## src/hdl/lc3_subset_instruction_step_macros.svh

```systemverilog
// Assertion macros shared by the LC-3 subset step core.
`ifndef LC3_SUBSET_INSTRUCTION_STEP_MACROS_SVH
`define LC3_SUBSET_INSTRUCTION_STEP_MACROS_SVH

// Checked only outside reset.
`define LC3_CHECK(label, prop, msg) \
  label: assert property (@(posedge clk) disable iff (rst) prop) \
    else $error(msg);

// Checked on every edge, reset included.
`define LC3_CHECK_ALWAYS(label, prop, msg) \
  label: assert property (@(posedge clk) prop) \
    else $error(msg);

`endif

```

## src/hdl/lc3_pkg.sv

```systemverilog
// Types and constants of the LC-3 subset step core.
`timescale 1ns / 1ps

package lc3_pkg;

  typedef enum logic [1:0] {
    CMD_WRITE = 2'd0,
    CMD_READ  = 2'd1,
    CMD_EXEC  = 2'd2
  } cmd_e;

  localparam logic [3:0] OP_BR   = 4'd0;
  localparam logic [3:0] OP_ADD  = 4'd1;
  localparam logic [3:0] OP_LD   = 4'd2;
  localparam logic [3:0] OP_ST   = 4'd3;
  localparam logic [3:0] OP_AND  = 4'd5;
  localparam logic [3:0] OP_NOT  = 4'd9;
  localparam logic [3:0] OP_JMP  = 4'd12;
  localparam logic [3:0] OP_TRAP = 4'd15;

  localparam logic [2:0] CC_N = 3'b100;
  localparam logic [2:0] CC_Z = 3'b010;
  localparam logic [2:0] CC_P = 3'b001;

  localparam logic [7:0] HALT_VECT = 8'h25;
  localparam logic [2:0] LINK_REG  = 3'd7;

  typedef struct packed {
    logic [1:0]  cmd;
    logic [4:0]  addr;
    logic [15:0] wdata;
  } req_t;

  typedef struct packed {
    logic [15:0] read_data;
    logic [15:0] pc_now;
    logic [2:0]  cond_codes;
    logic        halted;
  } res_t;

  function automatic logic [2:0] flags_of(input logic [15:0] v);
    logic [2:0] f;
    if (v[15]) begin
      f = CC_N;
    end else if (v == 16'd0) begin
      f = CC_Z;
    end else begin
      f = CC_P;
    end
    return f;
  endfunction

endpackage

```

## src/hdl/lc3_chan_if.sv

```systemverilog
// Valid/ready channel carrying one request or one result.
`timescale 1ns / 1ps

interface lc3_chan_if #(parameter type payload_t = logic) ();
  logic     valid;
  logic     ready;
  payload_t data;

  modport source (output valid, output data, input ready);
  modport sink (input valid, input data, output ready);
endinterface

```

## src/hdl/lc3_subset_instruction_step.sv

```systemverilog
// Top level of the LC-3 subset step core.
// Every request (write word, read word, or execute one instruction) is handled
// combinationally: the instruction fetch, register reads, operand select, ALU, condition codes
// and the single memory write all happen in one pass over flop-based storage, and the
// result goes into a two-entry queue, so a new request is taken every cycle while the
// result side keeps up, and one more while a result waits. Results come back in the
// cycle after the request at the earliest. The word memory and its top eight words
// (R0 to R7) are flip-flops cleared in the reset cycle; addresses wrap at MEM_WORDS.
`timescale 1ns / 1ps
`include "lc3_subset_instruction_step_macros.svh"

module lc3_subset_instruction_step #(
  parameter int MEM_WORDS = 32
) (
  input logic       clk,
  input logic       rst,
  lc3_chan_if.sink   req,
  lc3_chan_if.source res
);
  import lc3_pkg::*;

  localparam int AW = $clog2(MEM_WORDS);
  localparam bit IS_POW2 = ((MEM_WORDS & (MEM_WORDS - 1)) == 0);
  localparam int QSTEPS = 17 - AW;
  localparam logic [AW-1:0] REG_BASE = AW'(MEM_WORDS - 8);
  localparam logic [AW-1:0] R7_SLOT = AW'(MEM_WORDS - 1);

  function automatic logic [AW-1:0] wrap16(input logic [15:0] x);
    logic [15:0] r;
    r = x;
    if (!IS_POW2) begin
      for (int k = QSTEPS - 1; k >= 0; k--) begin
        if (32'(r) >= (MEM_WORDS << k)) begin
          r = r - 16'(MEM_WORDS << k);
        end
      end
    end
    return r[AW-1:0];
  endfunction

  function automatic logic [AW-1:0] reg_slot(input logic [2:0] r);
    return REG_BASE + AW'(r);
  endfunction

  logic [15:0] store [MEM_WORDS];
  logic [15:0] pc;
  logic [2:0]  cc;

  logic [15:0] pc_next;
  logic [2:0]  cc_next;
  logic        we;
  logic [AW-1:0] waddr;
  logic [15:0] wword;

  logic          acc;
  logic          space;
  res_t          res_d;
  req_t          rq;
  logic [AW-1:0] fetch_slot;
  logic [AW-1:0] host_slot;
  logic [AW-1:0] tgt_slot;
  logic [AW-1:0] vect_slot;
  logic [15:0]   ir;
  logic [3:0]    op;
  logic [2:0]    dr;
  logic [2:0]    sr1;
  logic [15:0]   off9;
  logic [15:0]   src1;
  logic [15:0]   src2;
  logic [15:0]   pc_inc;
  logic [15:0]   tgt;
  logic [15:0]   val;

  assign rq        = req.data;
  assign req.ready = space;
  assign acc       = req.valid && space;

  assign fetch_slot = wrap16(pc);
  assign host_slot  = wrap16({11'd0, rq.addr});
  assign ir         = store[fetch_slot];
  assign op         = ir[15:12];
  assign dr         = ir[11:9];
  assign sr1        = ir[8:6];
  assign off9       = {{7{ir[8]}}, ir[8:0]};
  assign src1       = store[reg_slot(sr1)];
  assign src2       = ir[5] ? {{11{ir[4]}}, ir[4:0]} : store[reg_slot(ir[2:0])];
  assign pc_inc     = pc + 16'd1;
  assign tgt        = pc_inc + off9;
  assign tgt_slot   = wrap16(tgt);
  assign vect_slot  = wrap16({8'd0, ir[7:0]});

  always_comb begin
    pc_next         = pc;
    cc_next         = cc;
    we              = 1'b0;
    waddr           = host_slot;
    wword           = rq.wdata;
    val             = 16'd0;
    res_d.read_data = 16'd0;
    res_d.halted    = 1'b0;
    case (cmd_e'(rq.cmd))
      CMD_WRITE: begin
        we = 1'b1;
      end
      CMD_READ: begin
        res_d.read_data = store[host_slot];
      end
      CMD_EXEC: begin
        pc_next = pc_inc;
        case (op)
          OP_ADD, OP_AND, OP_NOT, OP_LD: begin
            case (op)
              OP_ADD:  val = src1 + src2;
              OP_AND:  val = src1 & src2;
              OP_NOT:  val = ~src1;
              default: val = store[tgt_slot];
            endcase
            we      = 1'b1;
            waddr   = reg_slot(dr);
            wword   = val;
            cc_next = flags_of(val);
          end
          OP_ST: begin
            we    = 1'b1;
            waddr = tgt_slot;
            wword = store[reg_slot(dr)];
          end
          OP_BR: begin
            if ((dr & cc) != 3'd0) begin
              pc_next = tgt;
            end
          end
          OP_JMP: begin
            pc_next = src1;
          end
          OP_TRAP: begin
            we           = 1'b1;
            waddr        = R7_SLOT;
            wword        = pc_inc;
            pc_next      = (vect_slot == R7_SLOT) ? pc_inc : store[vect_slot];
            res_d.halted = (ir[7:0] == HALT_VECT);
          end
          default: begin
          end
        endcase
      end
      default: begin
      end
    endcase
    res_d.pc_now     = pc_next;
    res_d.cond_codes = cc_next;
  end

  always_ff @(posedge clk) begin
    if (rst) begin
      pc <= 16'd0;
      cc <= 3'd0;
      for (int i = 0; i < MEM_WORDS; i++) begin
        store[i] <= 16'd0;
      end
    end else if (acc) begin
      pc <= pc_next;
      cc <= cc_next;
      if (we) begin
        store[waddr] <= wword;
      end
    end
  end

  lc3_outq u_outq (
    .clk       (clk),
    .rst       (rst),
    .push      (acc),
    .push_data (res_d),
    .space     (space),
    .valid_out (res.valid),
    .data_out  (res.data),
    .pop       (res.ready)
  );

  `LC3_CHECK(a_cc_onehot0, $onehot0(cc), "condition codes not one-hot")
  `LC3_CHECK(a_pc_hold, (acc && rq.cmd != CMD_EXEC) |=> (pc == $past(pc)), "pc moved")
  `LC3_CHECK(a_trap_link, (acc && rq.cmd == CMD_EXEC && op == OP_TRAP) |=> (store[R7_SLOT] == 16'($past(pc) + 16'd1)), "bad R7 link")

endmodule

```

## src/hdl/lc3_outq.sv

```systemverilog
// Two-entry result queue between the core and the result channel.
`timescale 1ns / 1ps
`include "lc3_subset_instruction_step_macros.svh"

module lc3_outq (
  input  logic          clk,
  input  logic          rst,
  input  logic          push,
  input  lc3_pkg::res_t push_data,
  output logic          space,
  output logic          valid_out,
  output lc3_pkg::res_t data_out,
  input  logic          pop
);
  import lc3_pkg::*;

  res_t       slots [2];
  logic       wr_ptr;
  logic       rd_ptr;
  logic [1:0] count;
  logic       do_pop;

  assign space     = (count != 2'd2);
  assign valid_out = (count != 2'd0);
  assign data_out  = slots[rd_ptr];
  assign do_pop    = pop && valid_out;

  always_ff @(posedge clk) begin
    if (push) begin
      slots[wr_ptr] <= push_data;
    end
  end

  always_ff @(posedge clk) begin
    if (rst) begin
      wr_ptr <= 1'b0;
      rd_ptr <= 1'b0;
      count  <= 2'd0;
    end else begin
      if (push) begin
        wr_ptr <= ~wr_ptr;
      end
      if (do_pop) begin
        rd_ptr <= ~rd_ptr;
      end
      count <= count + {1'b0, push} - {1'b0, do_pop};
    end
  end

  `LC3_CHECK_ALWAYS(a_reset_empty, rst |=> !valid_out, "queue not empty after reset")
  `LC3_CHECK(a_push_shows, push |=> valid_out, "pushed result not visible")
  `LC3_CHECK(a_no_overflow, push |-> space || do_pop, "push into full queue")

endmodule
```

## src/flat_wrapper.sv

```systemverilog
// flat-port wrapper written by rule: the top's interface ports become plain ports
module lc3_subset_instruction_step_flat import lc3_pkg::*;
#(
  parameter int MEM_WORDS = 32
)
  (clk, rst, req_valid, req_data, req_ready, res_valid, res_data, res_ready);
  lc3_chan_if req_i ();
  lc3_chan_if res_i ();
  input logic clk;
  input logic rst;
  input wire logic [$bits(req_i.valid)-1:0] req_valid;
  input wire logic [$bits(req_i.data)-1:0] req_data;
  output wire logic [$bits(req_i.ready)-1:0] req_ready;
  output wire logic [$bits(res_i.valid)-1:0] res_valid;
  output wire logic [$bits(res_i.data)-1:0] res_data;
  input wire logic [$bits(res_i.ready)-1:0] res_ready;
  assign req_i.valid = req_valid;
  assign req_i.data = req_data;
  assign req_ready = req_i.ready;
  assign res_valid = res_i.valid;
  assign res_data = res_i.data;
  assign res_i.ready = res_ready;
  lc3_subset_instruction_step #(.MEM_WORDS(MEM_WORDS)) u_core (.clk(clk), .rst(rst), .req(req_i), .res(res_i));
endmodule
```

## config.mk

```make
export PLATFORM = sky130hd
export DESIGN_NAME = lc3_subset_instruction_step_flat
export DESIGN_NICKNAME = d
export VERILOG_FILES = /design/src/hdl/lc3_pkg.sv /design/src/hdl/lc3_chan_if.sv /design/src/hdl/lc3_subset_instruction_step.sv /design/src/hdl/lc3_outq.sv /design/src/flat_wrapper.sv
export VERILOG_INCLUDE_DIRS = /design/src /design/src/hdl
export SDC_FILE = /design/constraint.sdc
export NUM_CORES = 1
export LEC_CHECK = 0
export BUFFER_PORTS_ARGS = -buffer_cell sky130_fd_sc_hd__buf_2
export CORE_AREA = 2 2 39 41
export CTS_CLUSTER_DIAMETER = 30
export CTS_CLUSTER_SIZE = 20
export DETAILED_ROUTE_END_ITERATION = 10
export DIE_AREA = 0 0 41 43
export PLACE_DENSITY = 0.34
export SETUP_SLACK_MARGIN = 0.2
export SYNTH_ARGS = -nofsm -noshare
export SYNTH_HDL_FRONTEND = slang
export SYNTH_SLANG_ARGS = --single-unit
```

## constraint.sdc

```tcl
create_clock -name clk -period 2.1 [get_ports clk]
set_clock_uncertainty 0.05 [all_clocks]
set_input_delay 0.63 -clock clk [delete_from_list [all_inputs] [get_ports clk]]
set_output_delay 0.63 -clock clk [all_outputs]
set_load 0.01 [all_outputs]
```

==> results of run 1 <==
==> cell type report <==
class,instances,area share
clock buffers,3,0.1146
well taps,16,0.1019
flip-flops and latches,2,0.2038
inverters,1,0.01911
multi-input cells,10,0.4331
repair buffers,5,0.1274
==> how the worst min path moves through the flow <==
stage                                 startpoint                                 to  slack, ns
4_1_cts                                      rst  u_core.u_outq.count[0]$_SDFF_PP0_       0.51
2_1_floorplan  u_core.u_outq.count[0]$_SDFF_PP0_  u_core.u_outq.count[0]$_SDFF_PP0_       0.52
6_report                                     rst  u_core.u_outq.count[0]$_SDFF_PP0_       0.52
3_5_place_dp   u_core.u_outq.count[0]$_SDFF_PP0_  u_core.u_outq.count[0]$_SDFF_PP0_       0.56
3_3_place_gp   u_core.u_outq.count[0]$_SDFF_PP0_  u_core.u_outq.count[0]$_SDFF_PP0_       0.55
5_1_grt                                      rst  u_core.u_outq.count[1]$_SDFF_PP0_       0.52
==> worst reg2reg max path, delay by kind of cell (launching register included) <==
| family | cells | cell delay (ns) |
|---|---|---|
| adders and majority gates | 2 | 0.41 |
| xor gates and xnor gates | 1 | 0.21 |
| and+or+nand+nor | 3 | 0.49 |
| buffers and inverters | 1 | 0.05 |
| DFF | 1 | 0.32 |
==> stage by stage <==
step	util	instances	power, W	hold slack (ns)
finish	0.1420	37	0.0002752	0.5223
detailed placement	0.1257	34	0.0001923	0.5618
global route	0.1420	37	0.0003133	0.5172
floorplan	-	14	0.0001582	0.5180
CTS	0.1420	37	0.0002883	0.5091
global placement	0.1257	34	0.0001871	0.5453
==> power by group <==
group	switching, W	internal [W]	total, W
registers	0.0000120	0.0000550	0.0000670
clock network	0.0000228	0.0000631	0.0000859
logic	0.0000494	0.0000728	0.000122
==> cells by family (layout without fill, tap and decap cells) <==
| group | after synthesis | count (layout) |
|---|---|---|
| other | 1 | 1 |
| buffers and inverters | 2 | 9 |
| XOR/XNOR | 1 | 1 |
| AND/OR/NAND/NOR | 6 | 6 |
| adder cells (fa/ha/maj) | 2 | 2 |
| flip-flops | 2 | 2 |
==> per-layer routing <==
layer  part of all wire  wire (um)  GRT usage
met3               0.13         32    0.04712
met5                  0          0          0
met2               0.41        101    0.03750
met1               0.46        114    0.04473
met4                  0          0    0.08000
==> layout by cell type, fill, tap and decap left out <==
cell type | synthesis | routed
and2_1 | 1 | 1
or2_1 | 1 | 1
conb_1 | 1 | 1
dfxtp_1 | 2 | 2
inv_1 | 1 | 1
nor2b_1 | 1 | 1
buf_2 | 0 | 5
clkbuf_4 | 0 | 3
ha_1 | 2 | 2
or2b_1 | 1 | 1
nand2_1 | 1 | 1
nor2_1 | 1 | 1
xnor3_1 | 1 | 1
==> results.cfg, run 1 <==
[outcome]
status = completed

[flow_run]
cap_violations = 0

[finish]
nets = 30
multi_input_comb_area_um2 = 85.08
n_antenna_cell = 0
fin_area_um2 = 196.4
drive_above_1_share = 0.3810
largest-register = u_core.u_outq.count
area_growth_syn_to_layout_pct = 44.04
top_regs = u_core.u_outq.count x2
largest_reg_flops = 2
seq_area_um2 = 40.04
fillers = 166

[cts]
clock_path_buffers = 2
cts_buffers = 3
clk_latency_ns = 0.23
cts_tree = built
clock-root-buffer = clkbuf_4
post_cts_buffers = 0
cts_hold_buf = 0
h-tree-depth = 1
cts_resized = 0
cts.sinks = 2
path_clk_slew_ns = 0.03

[floorplanning]
fp.dieArea_um2 = 1763
start_util = 0.09855
fp.dieW_um = 41
core_area_um2 = 1384
die_h_um = 43
num_rows = 14
ioPinCount = 8

[hold_path]
hp-class = input port to flop
whs_path_depth = 2

[sta]
finalHoldViolCount = 0
finalMaxSlewViolations = 0
setup_slack_ns = 0.4587
setup_tns_ns = 0
period_minus_slack_ns = 1.641
post-route-period-util = 0.7816
rsz0062_at_grt = no
report.final.setup_viol = 0
fmax_mhz = 609.3

[power]
p_leak_nw = 0.1027
ir_drop_uv = 233.0
pwr_density_cell_nw_per_um2 = 1401

[setup_path]
critPathTopFamily = flip-flops
crit_start = u_core.u_outq.count[1]$_SDFF_PP0_
cp-end-kind = output port
worstSetupEndpoint = req_ready
worstPathArrival_ns = 0.96
crit_type = flop to output port
r2r_cells = 7
reg2reg_from = u_core.u_outq.count[1]$_SDFF_PP0_
cp_max_fo = 3
crit_chain = or2b_1 > buf_2
crit_cells = 2
cp-start-kind = flop
cpPeakStageDelay_ns = 0.35
path_buf_inv = 1
rr_endpoint = u_core.u_outq.count[1]$_SDFF_PP0_
reg2reg_slack_ns = 0.51
slowest_stage = dfxtp_1
cp.required_ns = 1.42

[grt]
grt_pass1_vias = 116
grt_util_all_layers = 0.04709
antenna_found_initial = 0
grt_pass1_wl_um = 434
grt_max_degree = 4
grt_overflow = 0

[logic_synthesis]
syn_nets = 21
ys.flop_type = dfxtp_1
synth_xor_area_frac = 0.1651
yosysWarningCount = 0
synth_top_area_share = 0.2936
synth_top_family_by_area = simple AND/OR/NAND/NOR gates
syn_area_per_cell_um2 = 9.742
syn_inst = 14
yosysSeqAreaShare = 0.2936
synthSimpleGateAreaFrac = 0.2477
yosys.area_share.adder = 0.1835
ys_ff_latch = 2
synth_top_cell_by_area = dfxtp_1
ys_types = 12
syn_area_um2 = 136.4
synthMuxAreaShare = 0
ys_top_cells_by_count = dfxtp_1, ha_1
synth-async-reset-ratio = 0
synth_edf_count = 0
yosys-top-cells-area = dfxtp_1, ha_1, xnor3_1
synth-compound-area-share = 0

[route]
drt-initial-drc-count = 0
postRouteAntennaNets = 0
wl_per_cell_um = 6.730
vias_per_cell = 2.811
wl_um = 249
drc = 0
dr_total_vias = 104
first_pass_iters = 1

[placed_design]
place_area_um2 = 173.9
gp_congestion = 0.4607
place_ws_ns = 0.3555
port_buffers = 5
Power figures use the tool's default switching activity.
==> run 2, diff against run 1 <==
==> constraint.sdc (replaced) <==
create_clock -name clk -period 1.4 [get_ports clk]
set_clock_uncertainty 0.05 [all_clocks]
set_input_delay 0.42 -clock clk [delete_from_list [all_inputs] [get_ports clk]]
set_output_delay 0.42 -clock clk [all_outputs]
set_load 0.01 [all_outputs]
==> run 2 against run 1 <==
  * Worst setup slack got worse by 0.57 ns
  * Sequential share of layout area shrank 4.4 points
  * Sequential power rose by 51%
  * Global-route usage is 0.19 points lower
  * Combinational power grew to 2.9 times the previous value
  * Cell area increased by 32%
  * Critical path type is now flop to flop
  * The flow now finishes with violations (setup timing)
==> results.cfg, run 2 (same netlist as run 1, synthesis figures left out) <==
[outcome]
status = complete, but fails checks
violations = setup timing

[floorplanning]
core_area_um2 = 1384
fp.dieW_um = 41
fp.dieArea_um2 = 1763
num_rows = 14
die_h_um = 43
start_util = 0.09855
ioPinCount = 8

[sta]
finalHoldViolCount = 0
setup_slack_ns = -0.1064
rsz0062_at_grt = yes
post-route-period-util = 1.076
fmax_mhz = 663.8
period_minus_slack_ns = 1.506
report.final.setup_viol = 4
finalMaxSlewViolations = 0

[setup_path]
reg2reg_slack_ns = -0.11
crit_type = flop to flop
worstPathArrival_ns = 1.57
cp.required_ns = 1.47
cp-start-kind = flop
cp-end-kind = flop
cp_max_fo = 3

[finish]
multi_input_comb_area_um2 = 117.6
largest_reg_flops = 2
fin_area_um2 = 259.0
nets = 33
finalNonFillerCells = 40
final_cell_mix = buf_2, clkbuf_4, buf_4
fillers = 160
drive_above_1_share = 0.7500
seq_area_um2 = 41.29
area_growth_syn_to_layout_pct = 89.91
top_regs = u_core.u_outq.count x2
largest-register = u_core.u_outq.count
final_common_cell = buf_2
n_antenna_cell = 0

[cts]
path_clk_slew_ns = 0.03
h-tree-depth = 1
clk_latency_ns = 0.22
cts.sinks = 2
cts_buffers = 3
clock_path_buffers = 2
clock-root-buffer = clkbuf_4
cts_tree = built

[route]
postRouteAntennaNets = 0
dr_total_vias = 119
wl_per_cell_um = 6.525
vias_per_cell = 2.975
wl_um = 261
drt-initial-drc-count = 0
drc = 0
first_pass_iters = 1

[placed_design]
port_buffers = 5
place_area_um2 = 205.2
dp.cells = 35
gp_congestion = 0.4339

[power]
pwr_density_cell_nw_per_um2 = 2218
p_leak_nw = 0.1200
ir_drop_uv = 542.4

[grt]
grt_overflow = 0
grt_pass1_vias = 145
antenna_found_initial = 0
grt_max_degree = 4
grt_util_all_layers = 0.04518
grt_pass1_wl_um = 462

[hold_path]
hp-class = input port to flop

[flow_run]
cap_violations = 0
==> run 2: cell type report <==
cell class / count / share of cell area
clock buffer: 3 / 0.08696
inverter: 1 / 0.01449
multi-input combinational: 10 / 0.4541
sequential: 2 / 0.1594
tap: 16 / 0.07729
timing repair buffer: 8 / 0.2077
==> run 2: repair_timing <==
action / in CTS / in global routing
gates resized for setup: 2 / 0
setup endpoints to repair: 4 / 4
pin swaps: 0 / 1
hold buffers: 0 / 0
buffers inserted: 2 / 0
==> run 2: routing by layer <==
metal | GRT usage | part of all wire
met1 | 0.03215 | 0.39
met2 | 0.06250 | 0.49
met3 | 0.03141 | 0.11
met4 | 0.06000 | 0
met5 | 0 | 0
==> run 2: power breakdown <==
part | total (W) | leakage (nW) | switching, W | internal, W
clock | 0.000125 | 0.0138 | 0.0000310 | 0.0000944
combinational | 0.000348 | 0.0893 | 0.000119 | 0.000229
sequential | 0.000101 | 0.0168 | 0.0000157 | 0.0000853
total | 0.000574 | 0.120 | 0.000166 | 0.000408
==> run 2: critical path, cell delays in order (launching register included) <==
cell and delay, ns:
dfxtp_2 0.31, or2_4 0.24, and2_4 0.14, ha_4 0.26, inv_2 0.04, ha_4 0.14, xnor3_1 0.19, nor2_1 0.04
==> run 2: metrics by stage <==
step / hold WS (ns) / worst slack, ns / setup TNS (ns) / util / power [W]
6_report: 0.3132 / -0.1064 / -0.2702 / 0.1872 / 0.0005743
5_1_grt: 0.3248 / -0.1739 / -0.4719 / 0.1872 / 0.0006473
4_1_cts: 0.3020 / -0.1174 / -0.3126 / 0.1872 / 0.0005914
3_5_place_dp: 0.5419 / -0.1265 / -0.2296 / 0.1483 / 0.0003645
3_3_place_gp: 0.5363 / -0.1017 / -0.1794 / 0.1483 / 0.0003492
2_1_floorplan: 0.4342 / -0.1060 / -0.1918 / - / 0.0002920
==> run 2: path summary, 6_finish.rpt <==
| path | from | end | cells after the start |
|---|---|---|---|
| max reg2reg | u_core.u_outq.count[0]$_SDFF_PP0_ | u_core.u_outq.count[1]$_SDFF_PP0_ | 7 |
| max | u_core.u_outq.count[0]$_SDFF_PP0_ | u_core.u_outq.count[1]$_SDFF_PP0_ | 7 |
| min | rst | u_core.u_outq.count[0]$_SDFF_PP0_ | 2 |
| min reg2reg | u_core.u_outq.count[0]$_SDFF_PP0_ | u_core.u_outq.count[0]$_SDFF_PP0_ | 3 |
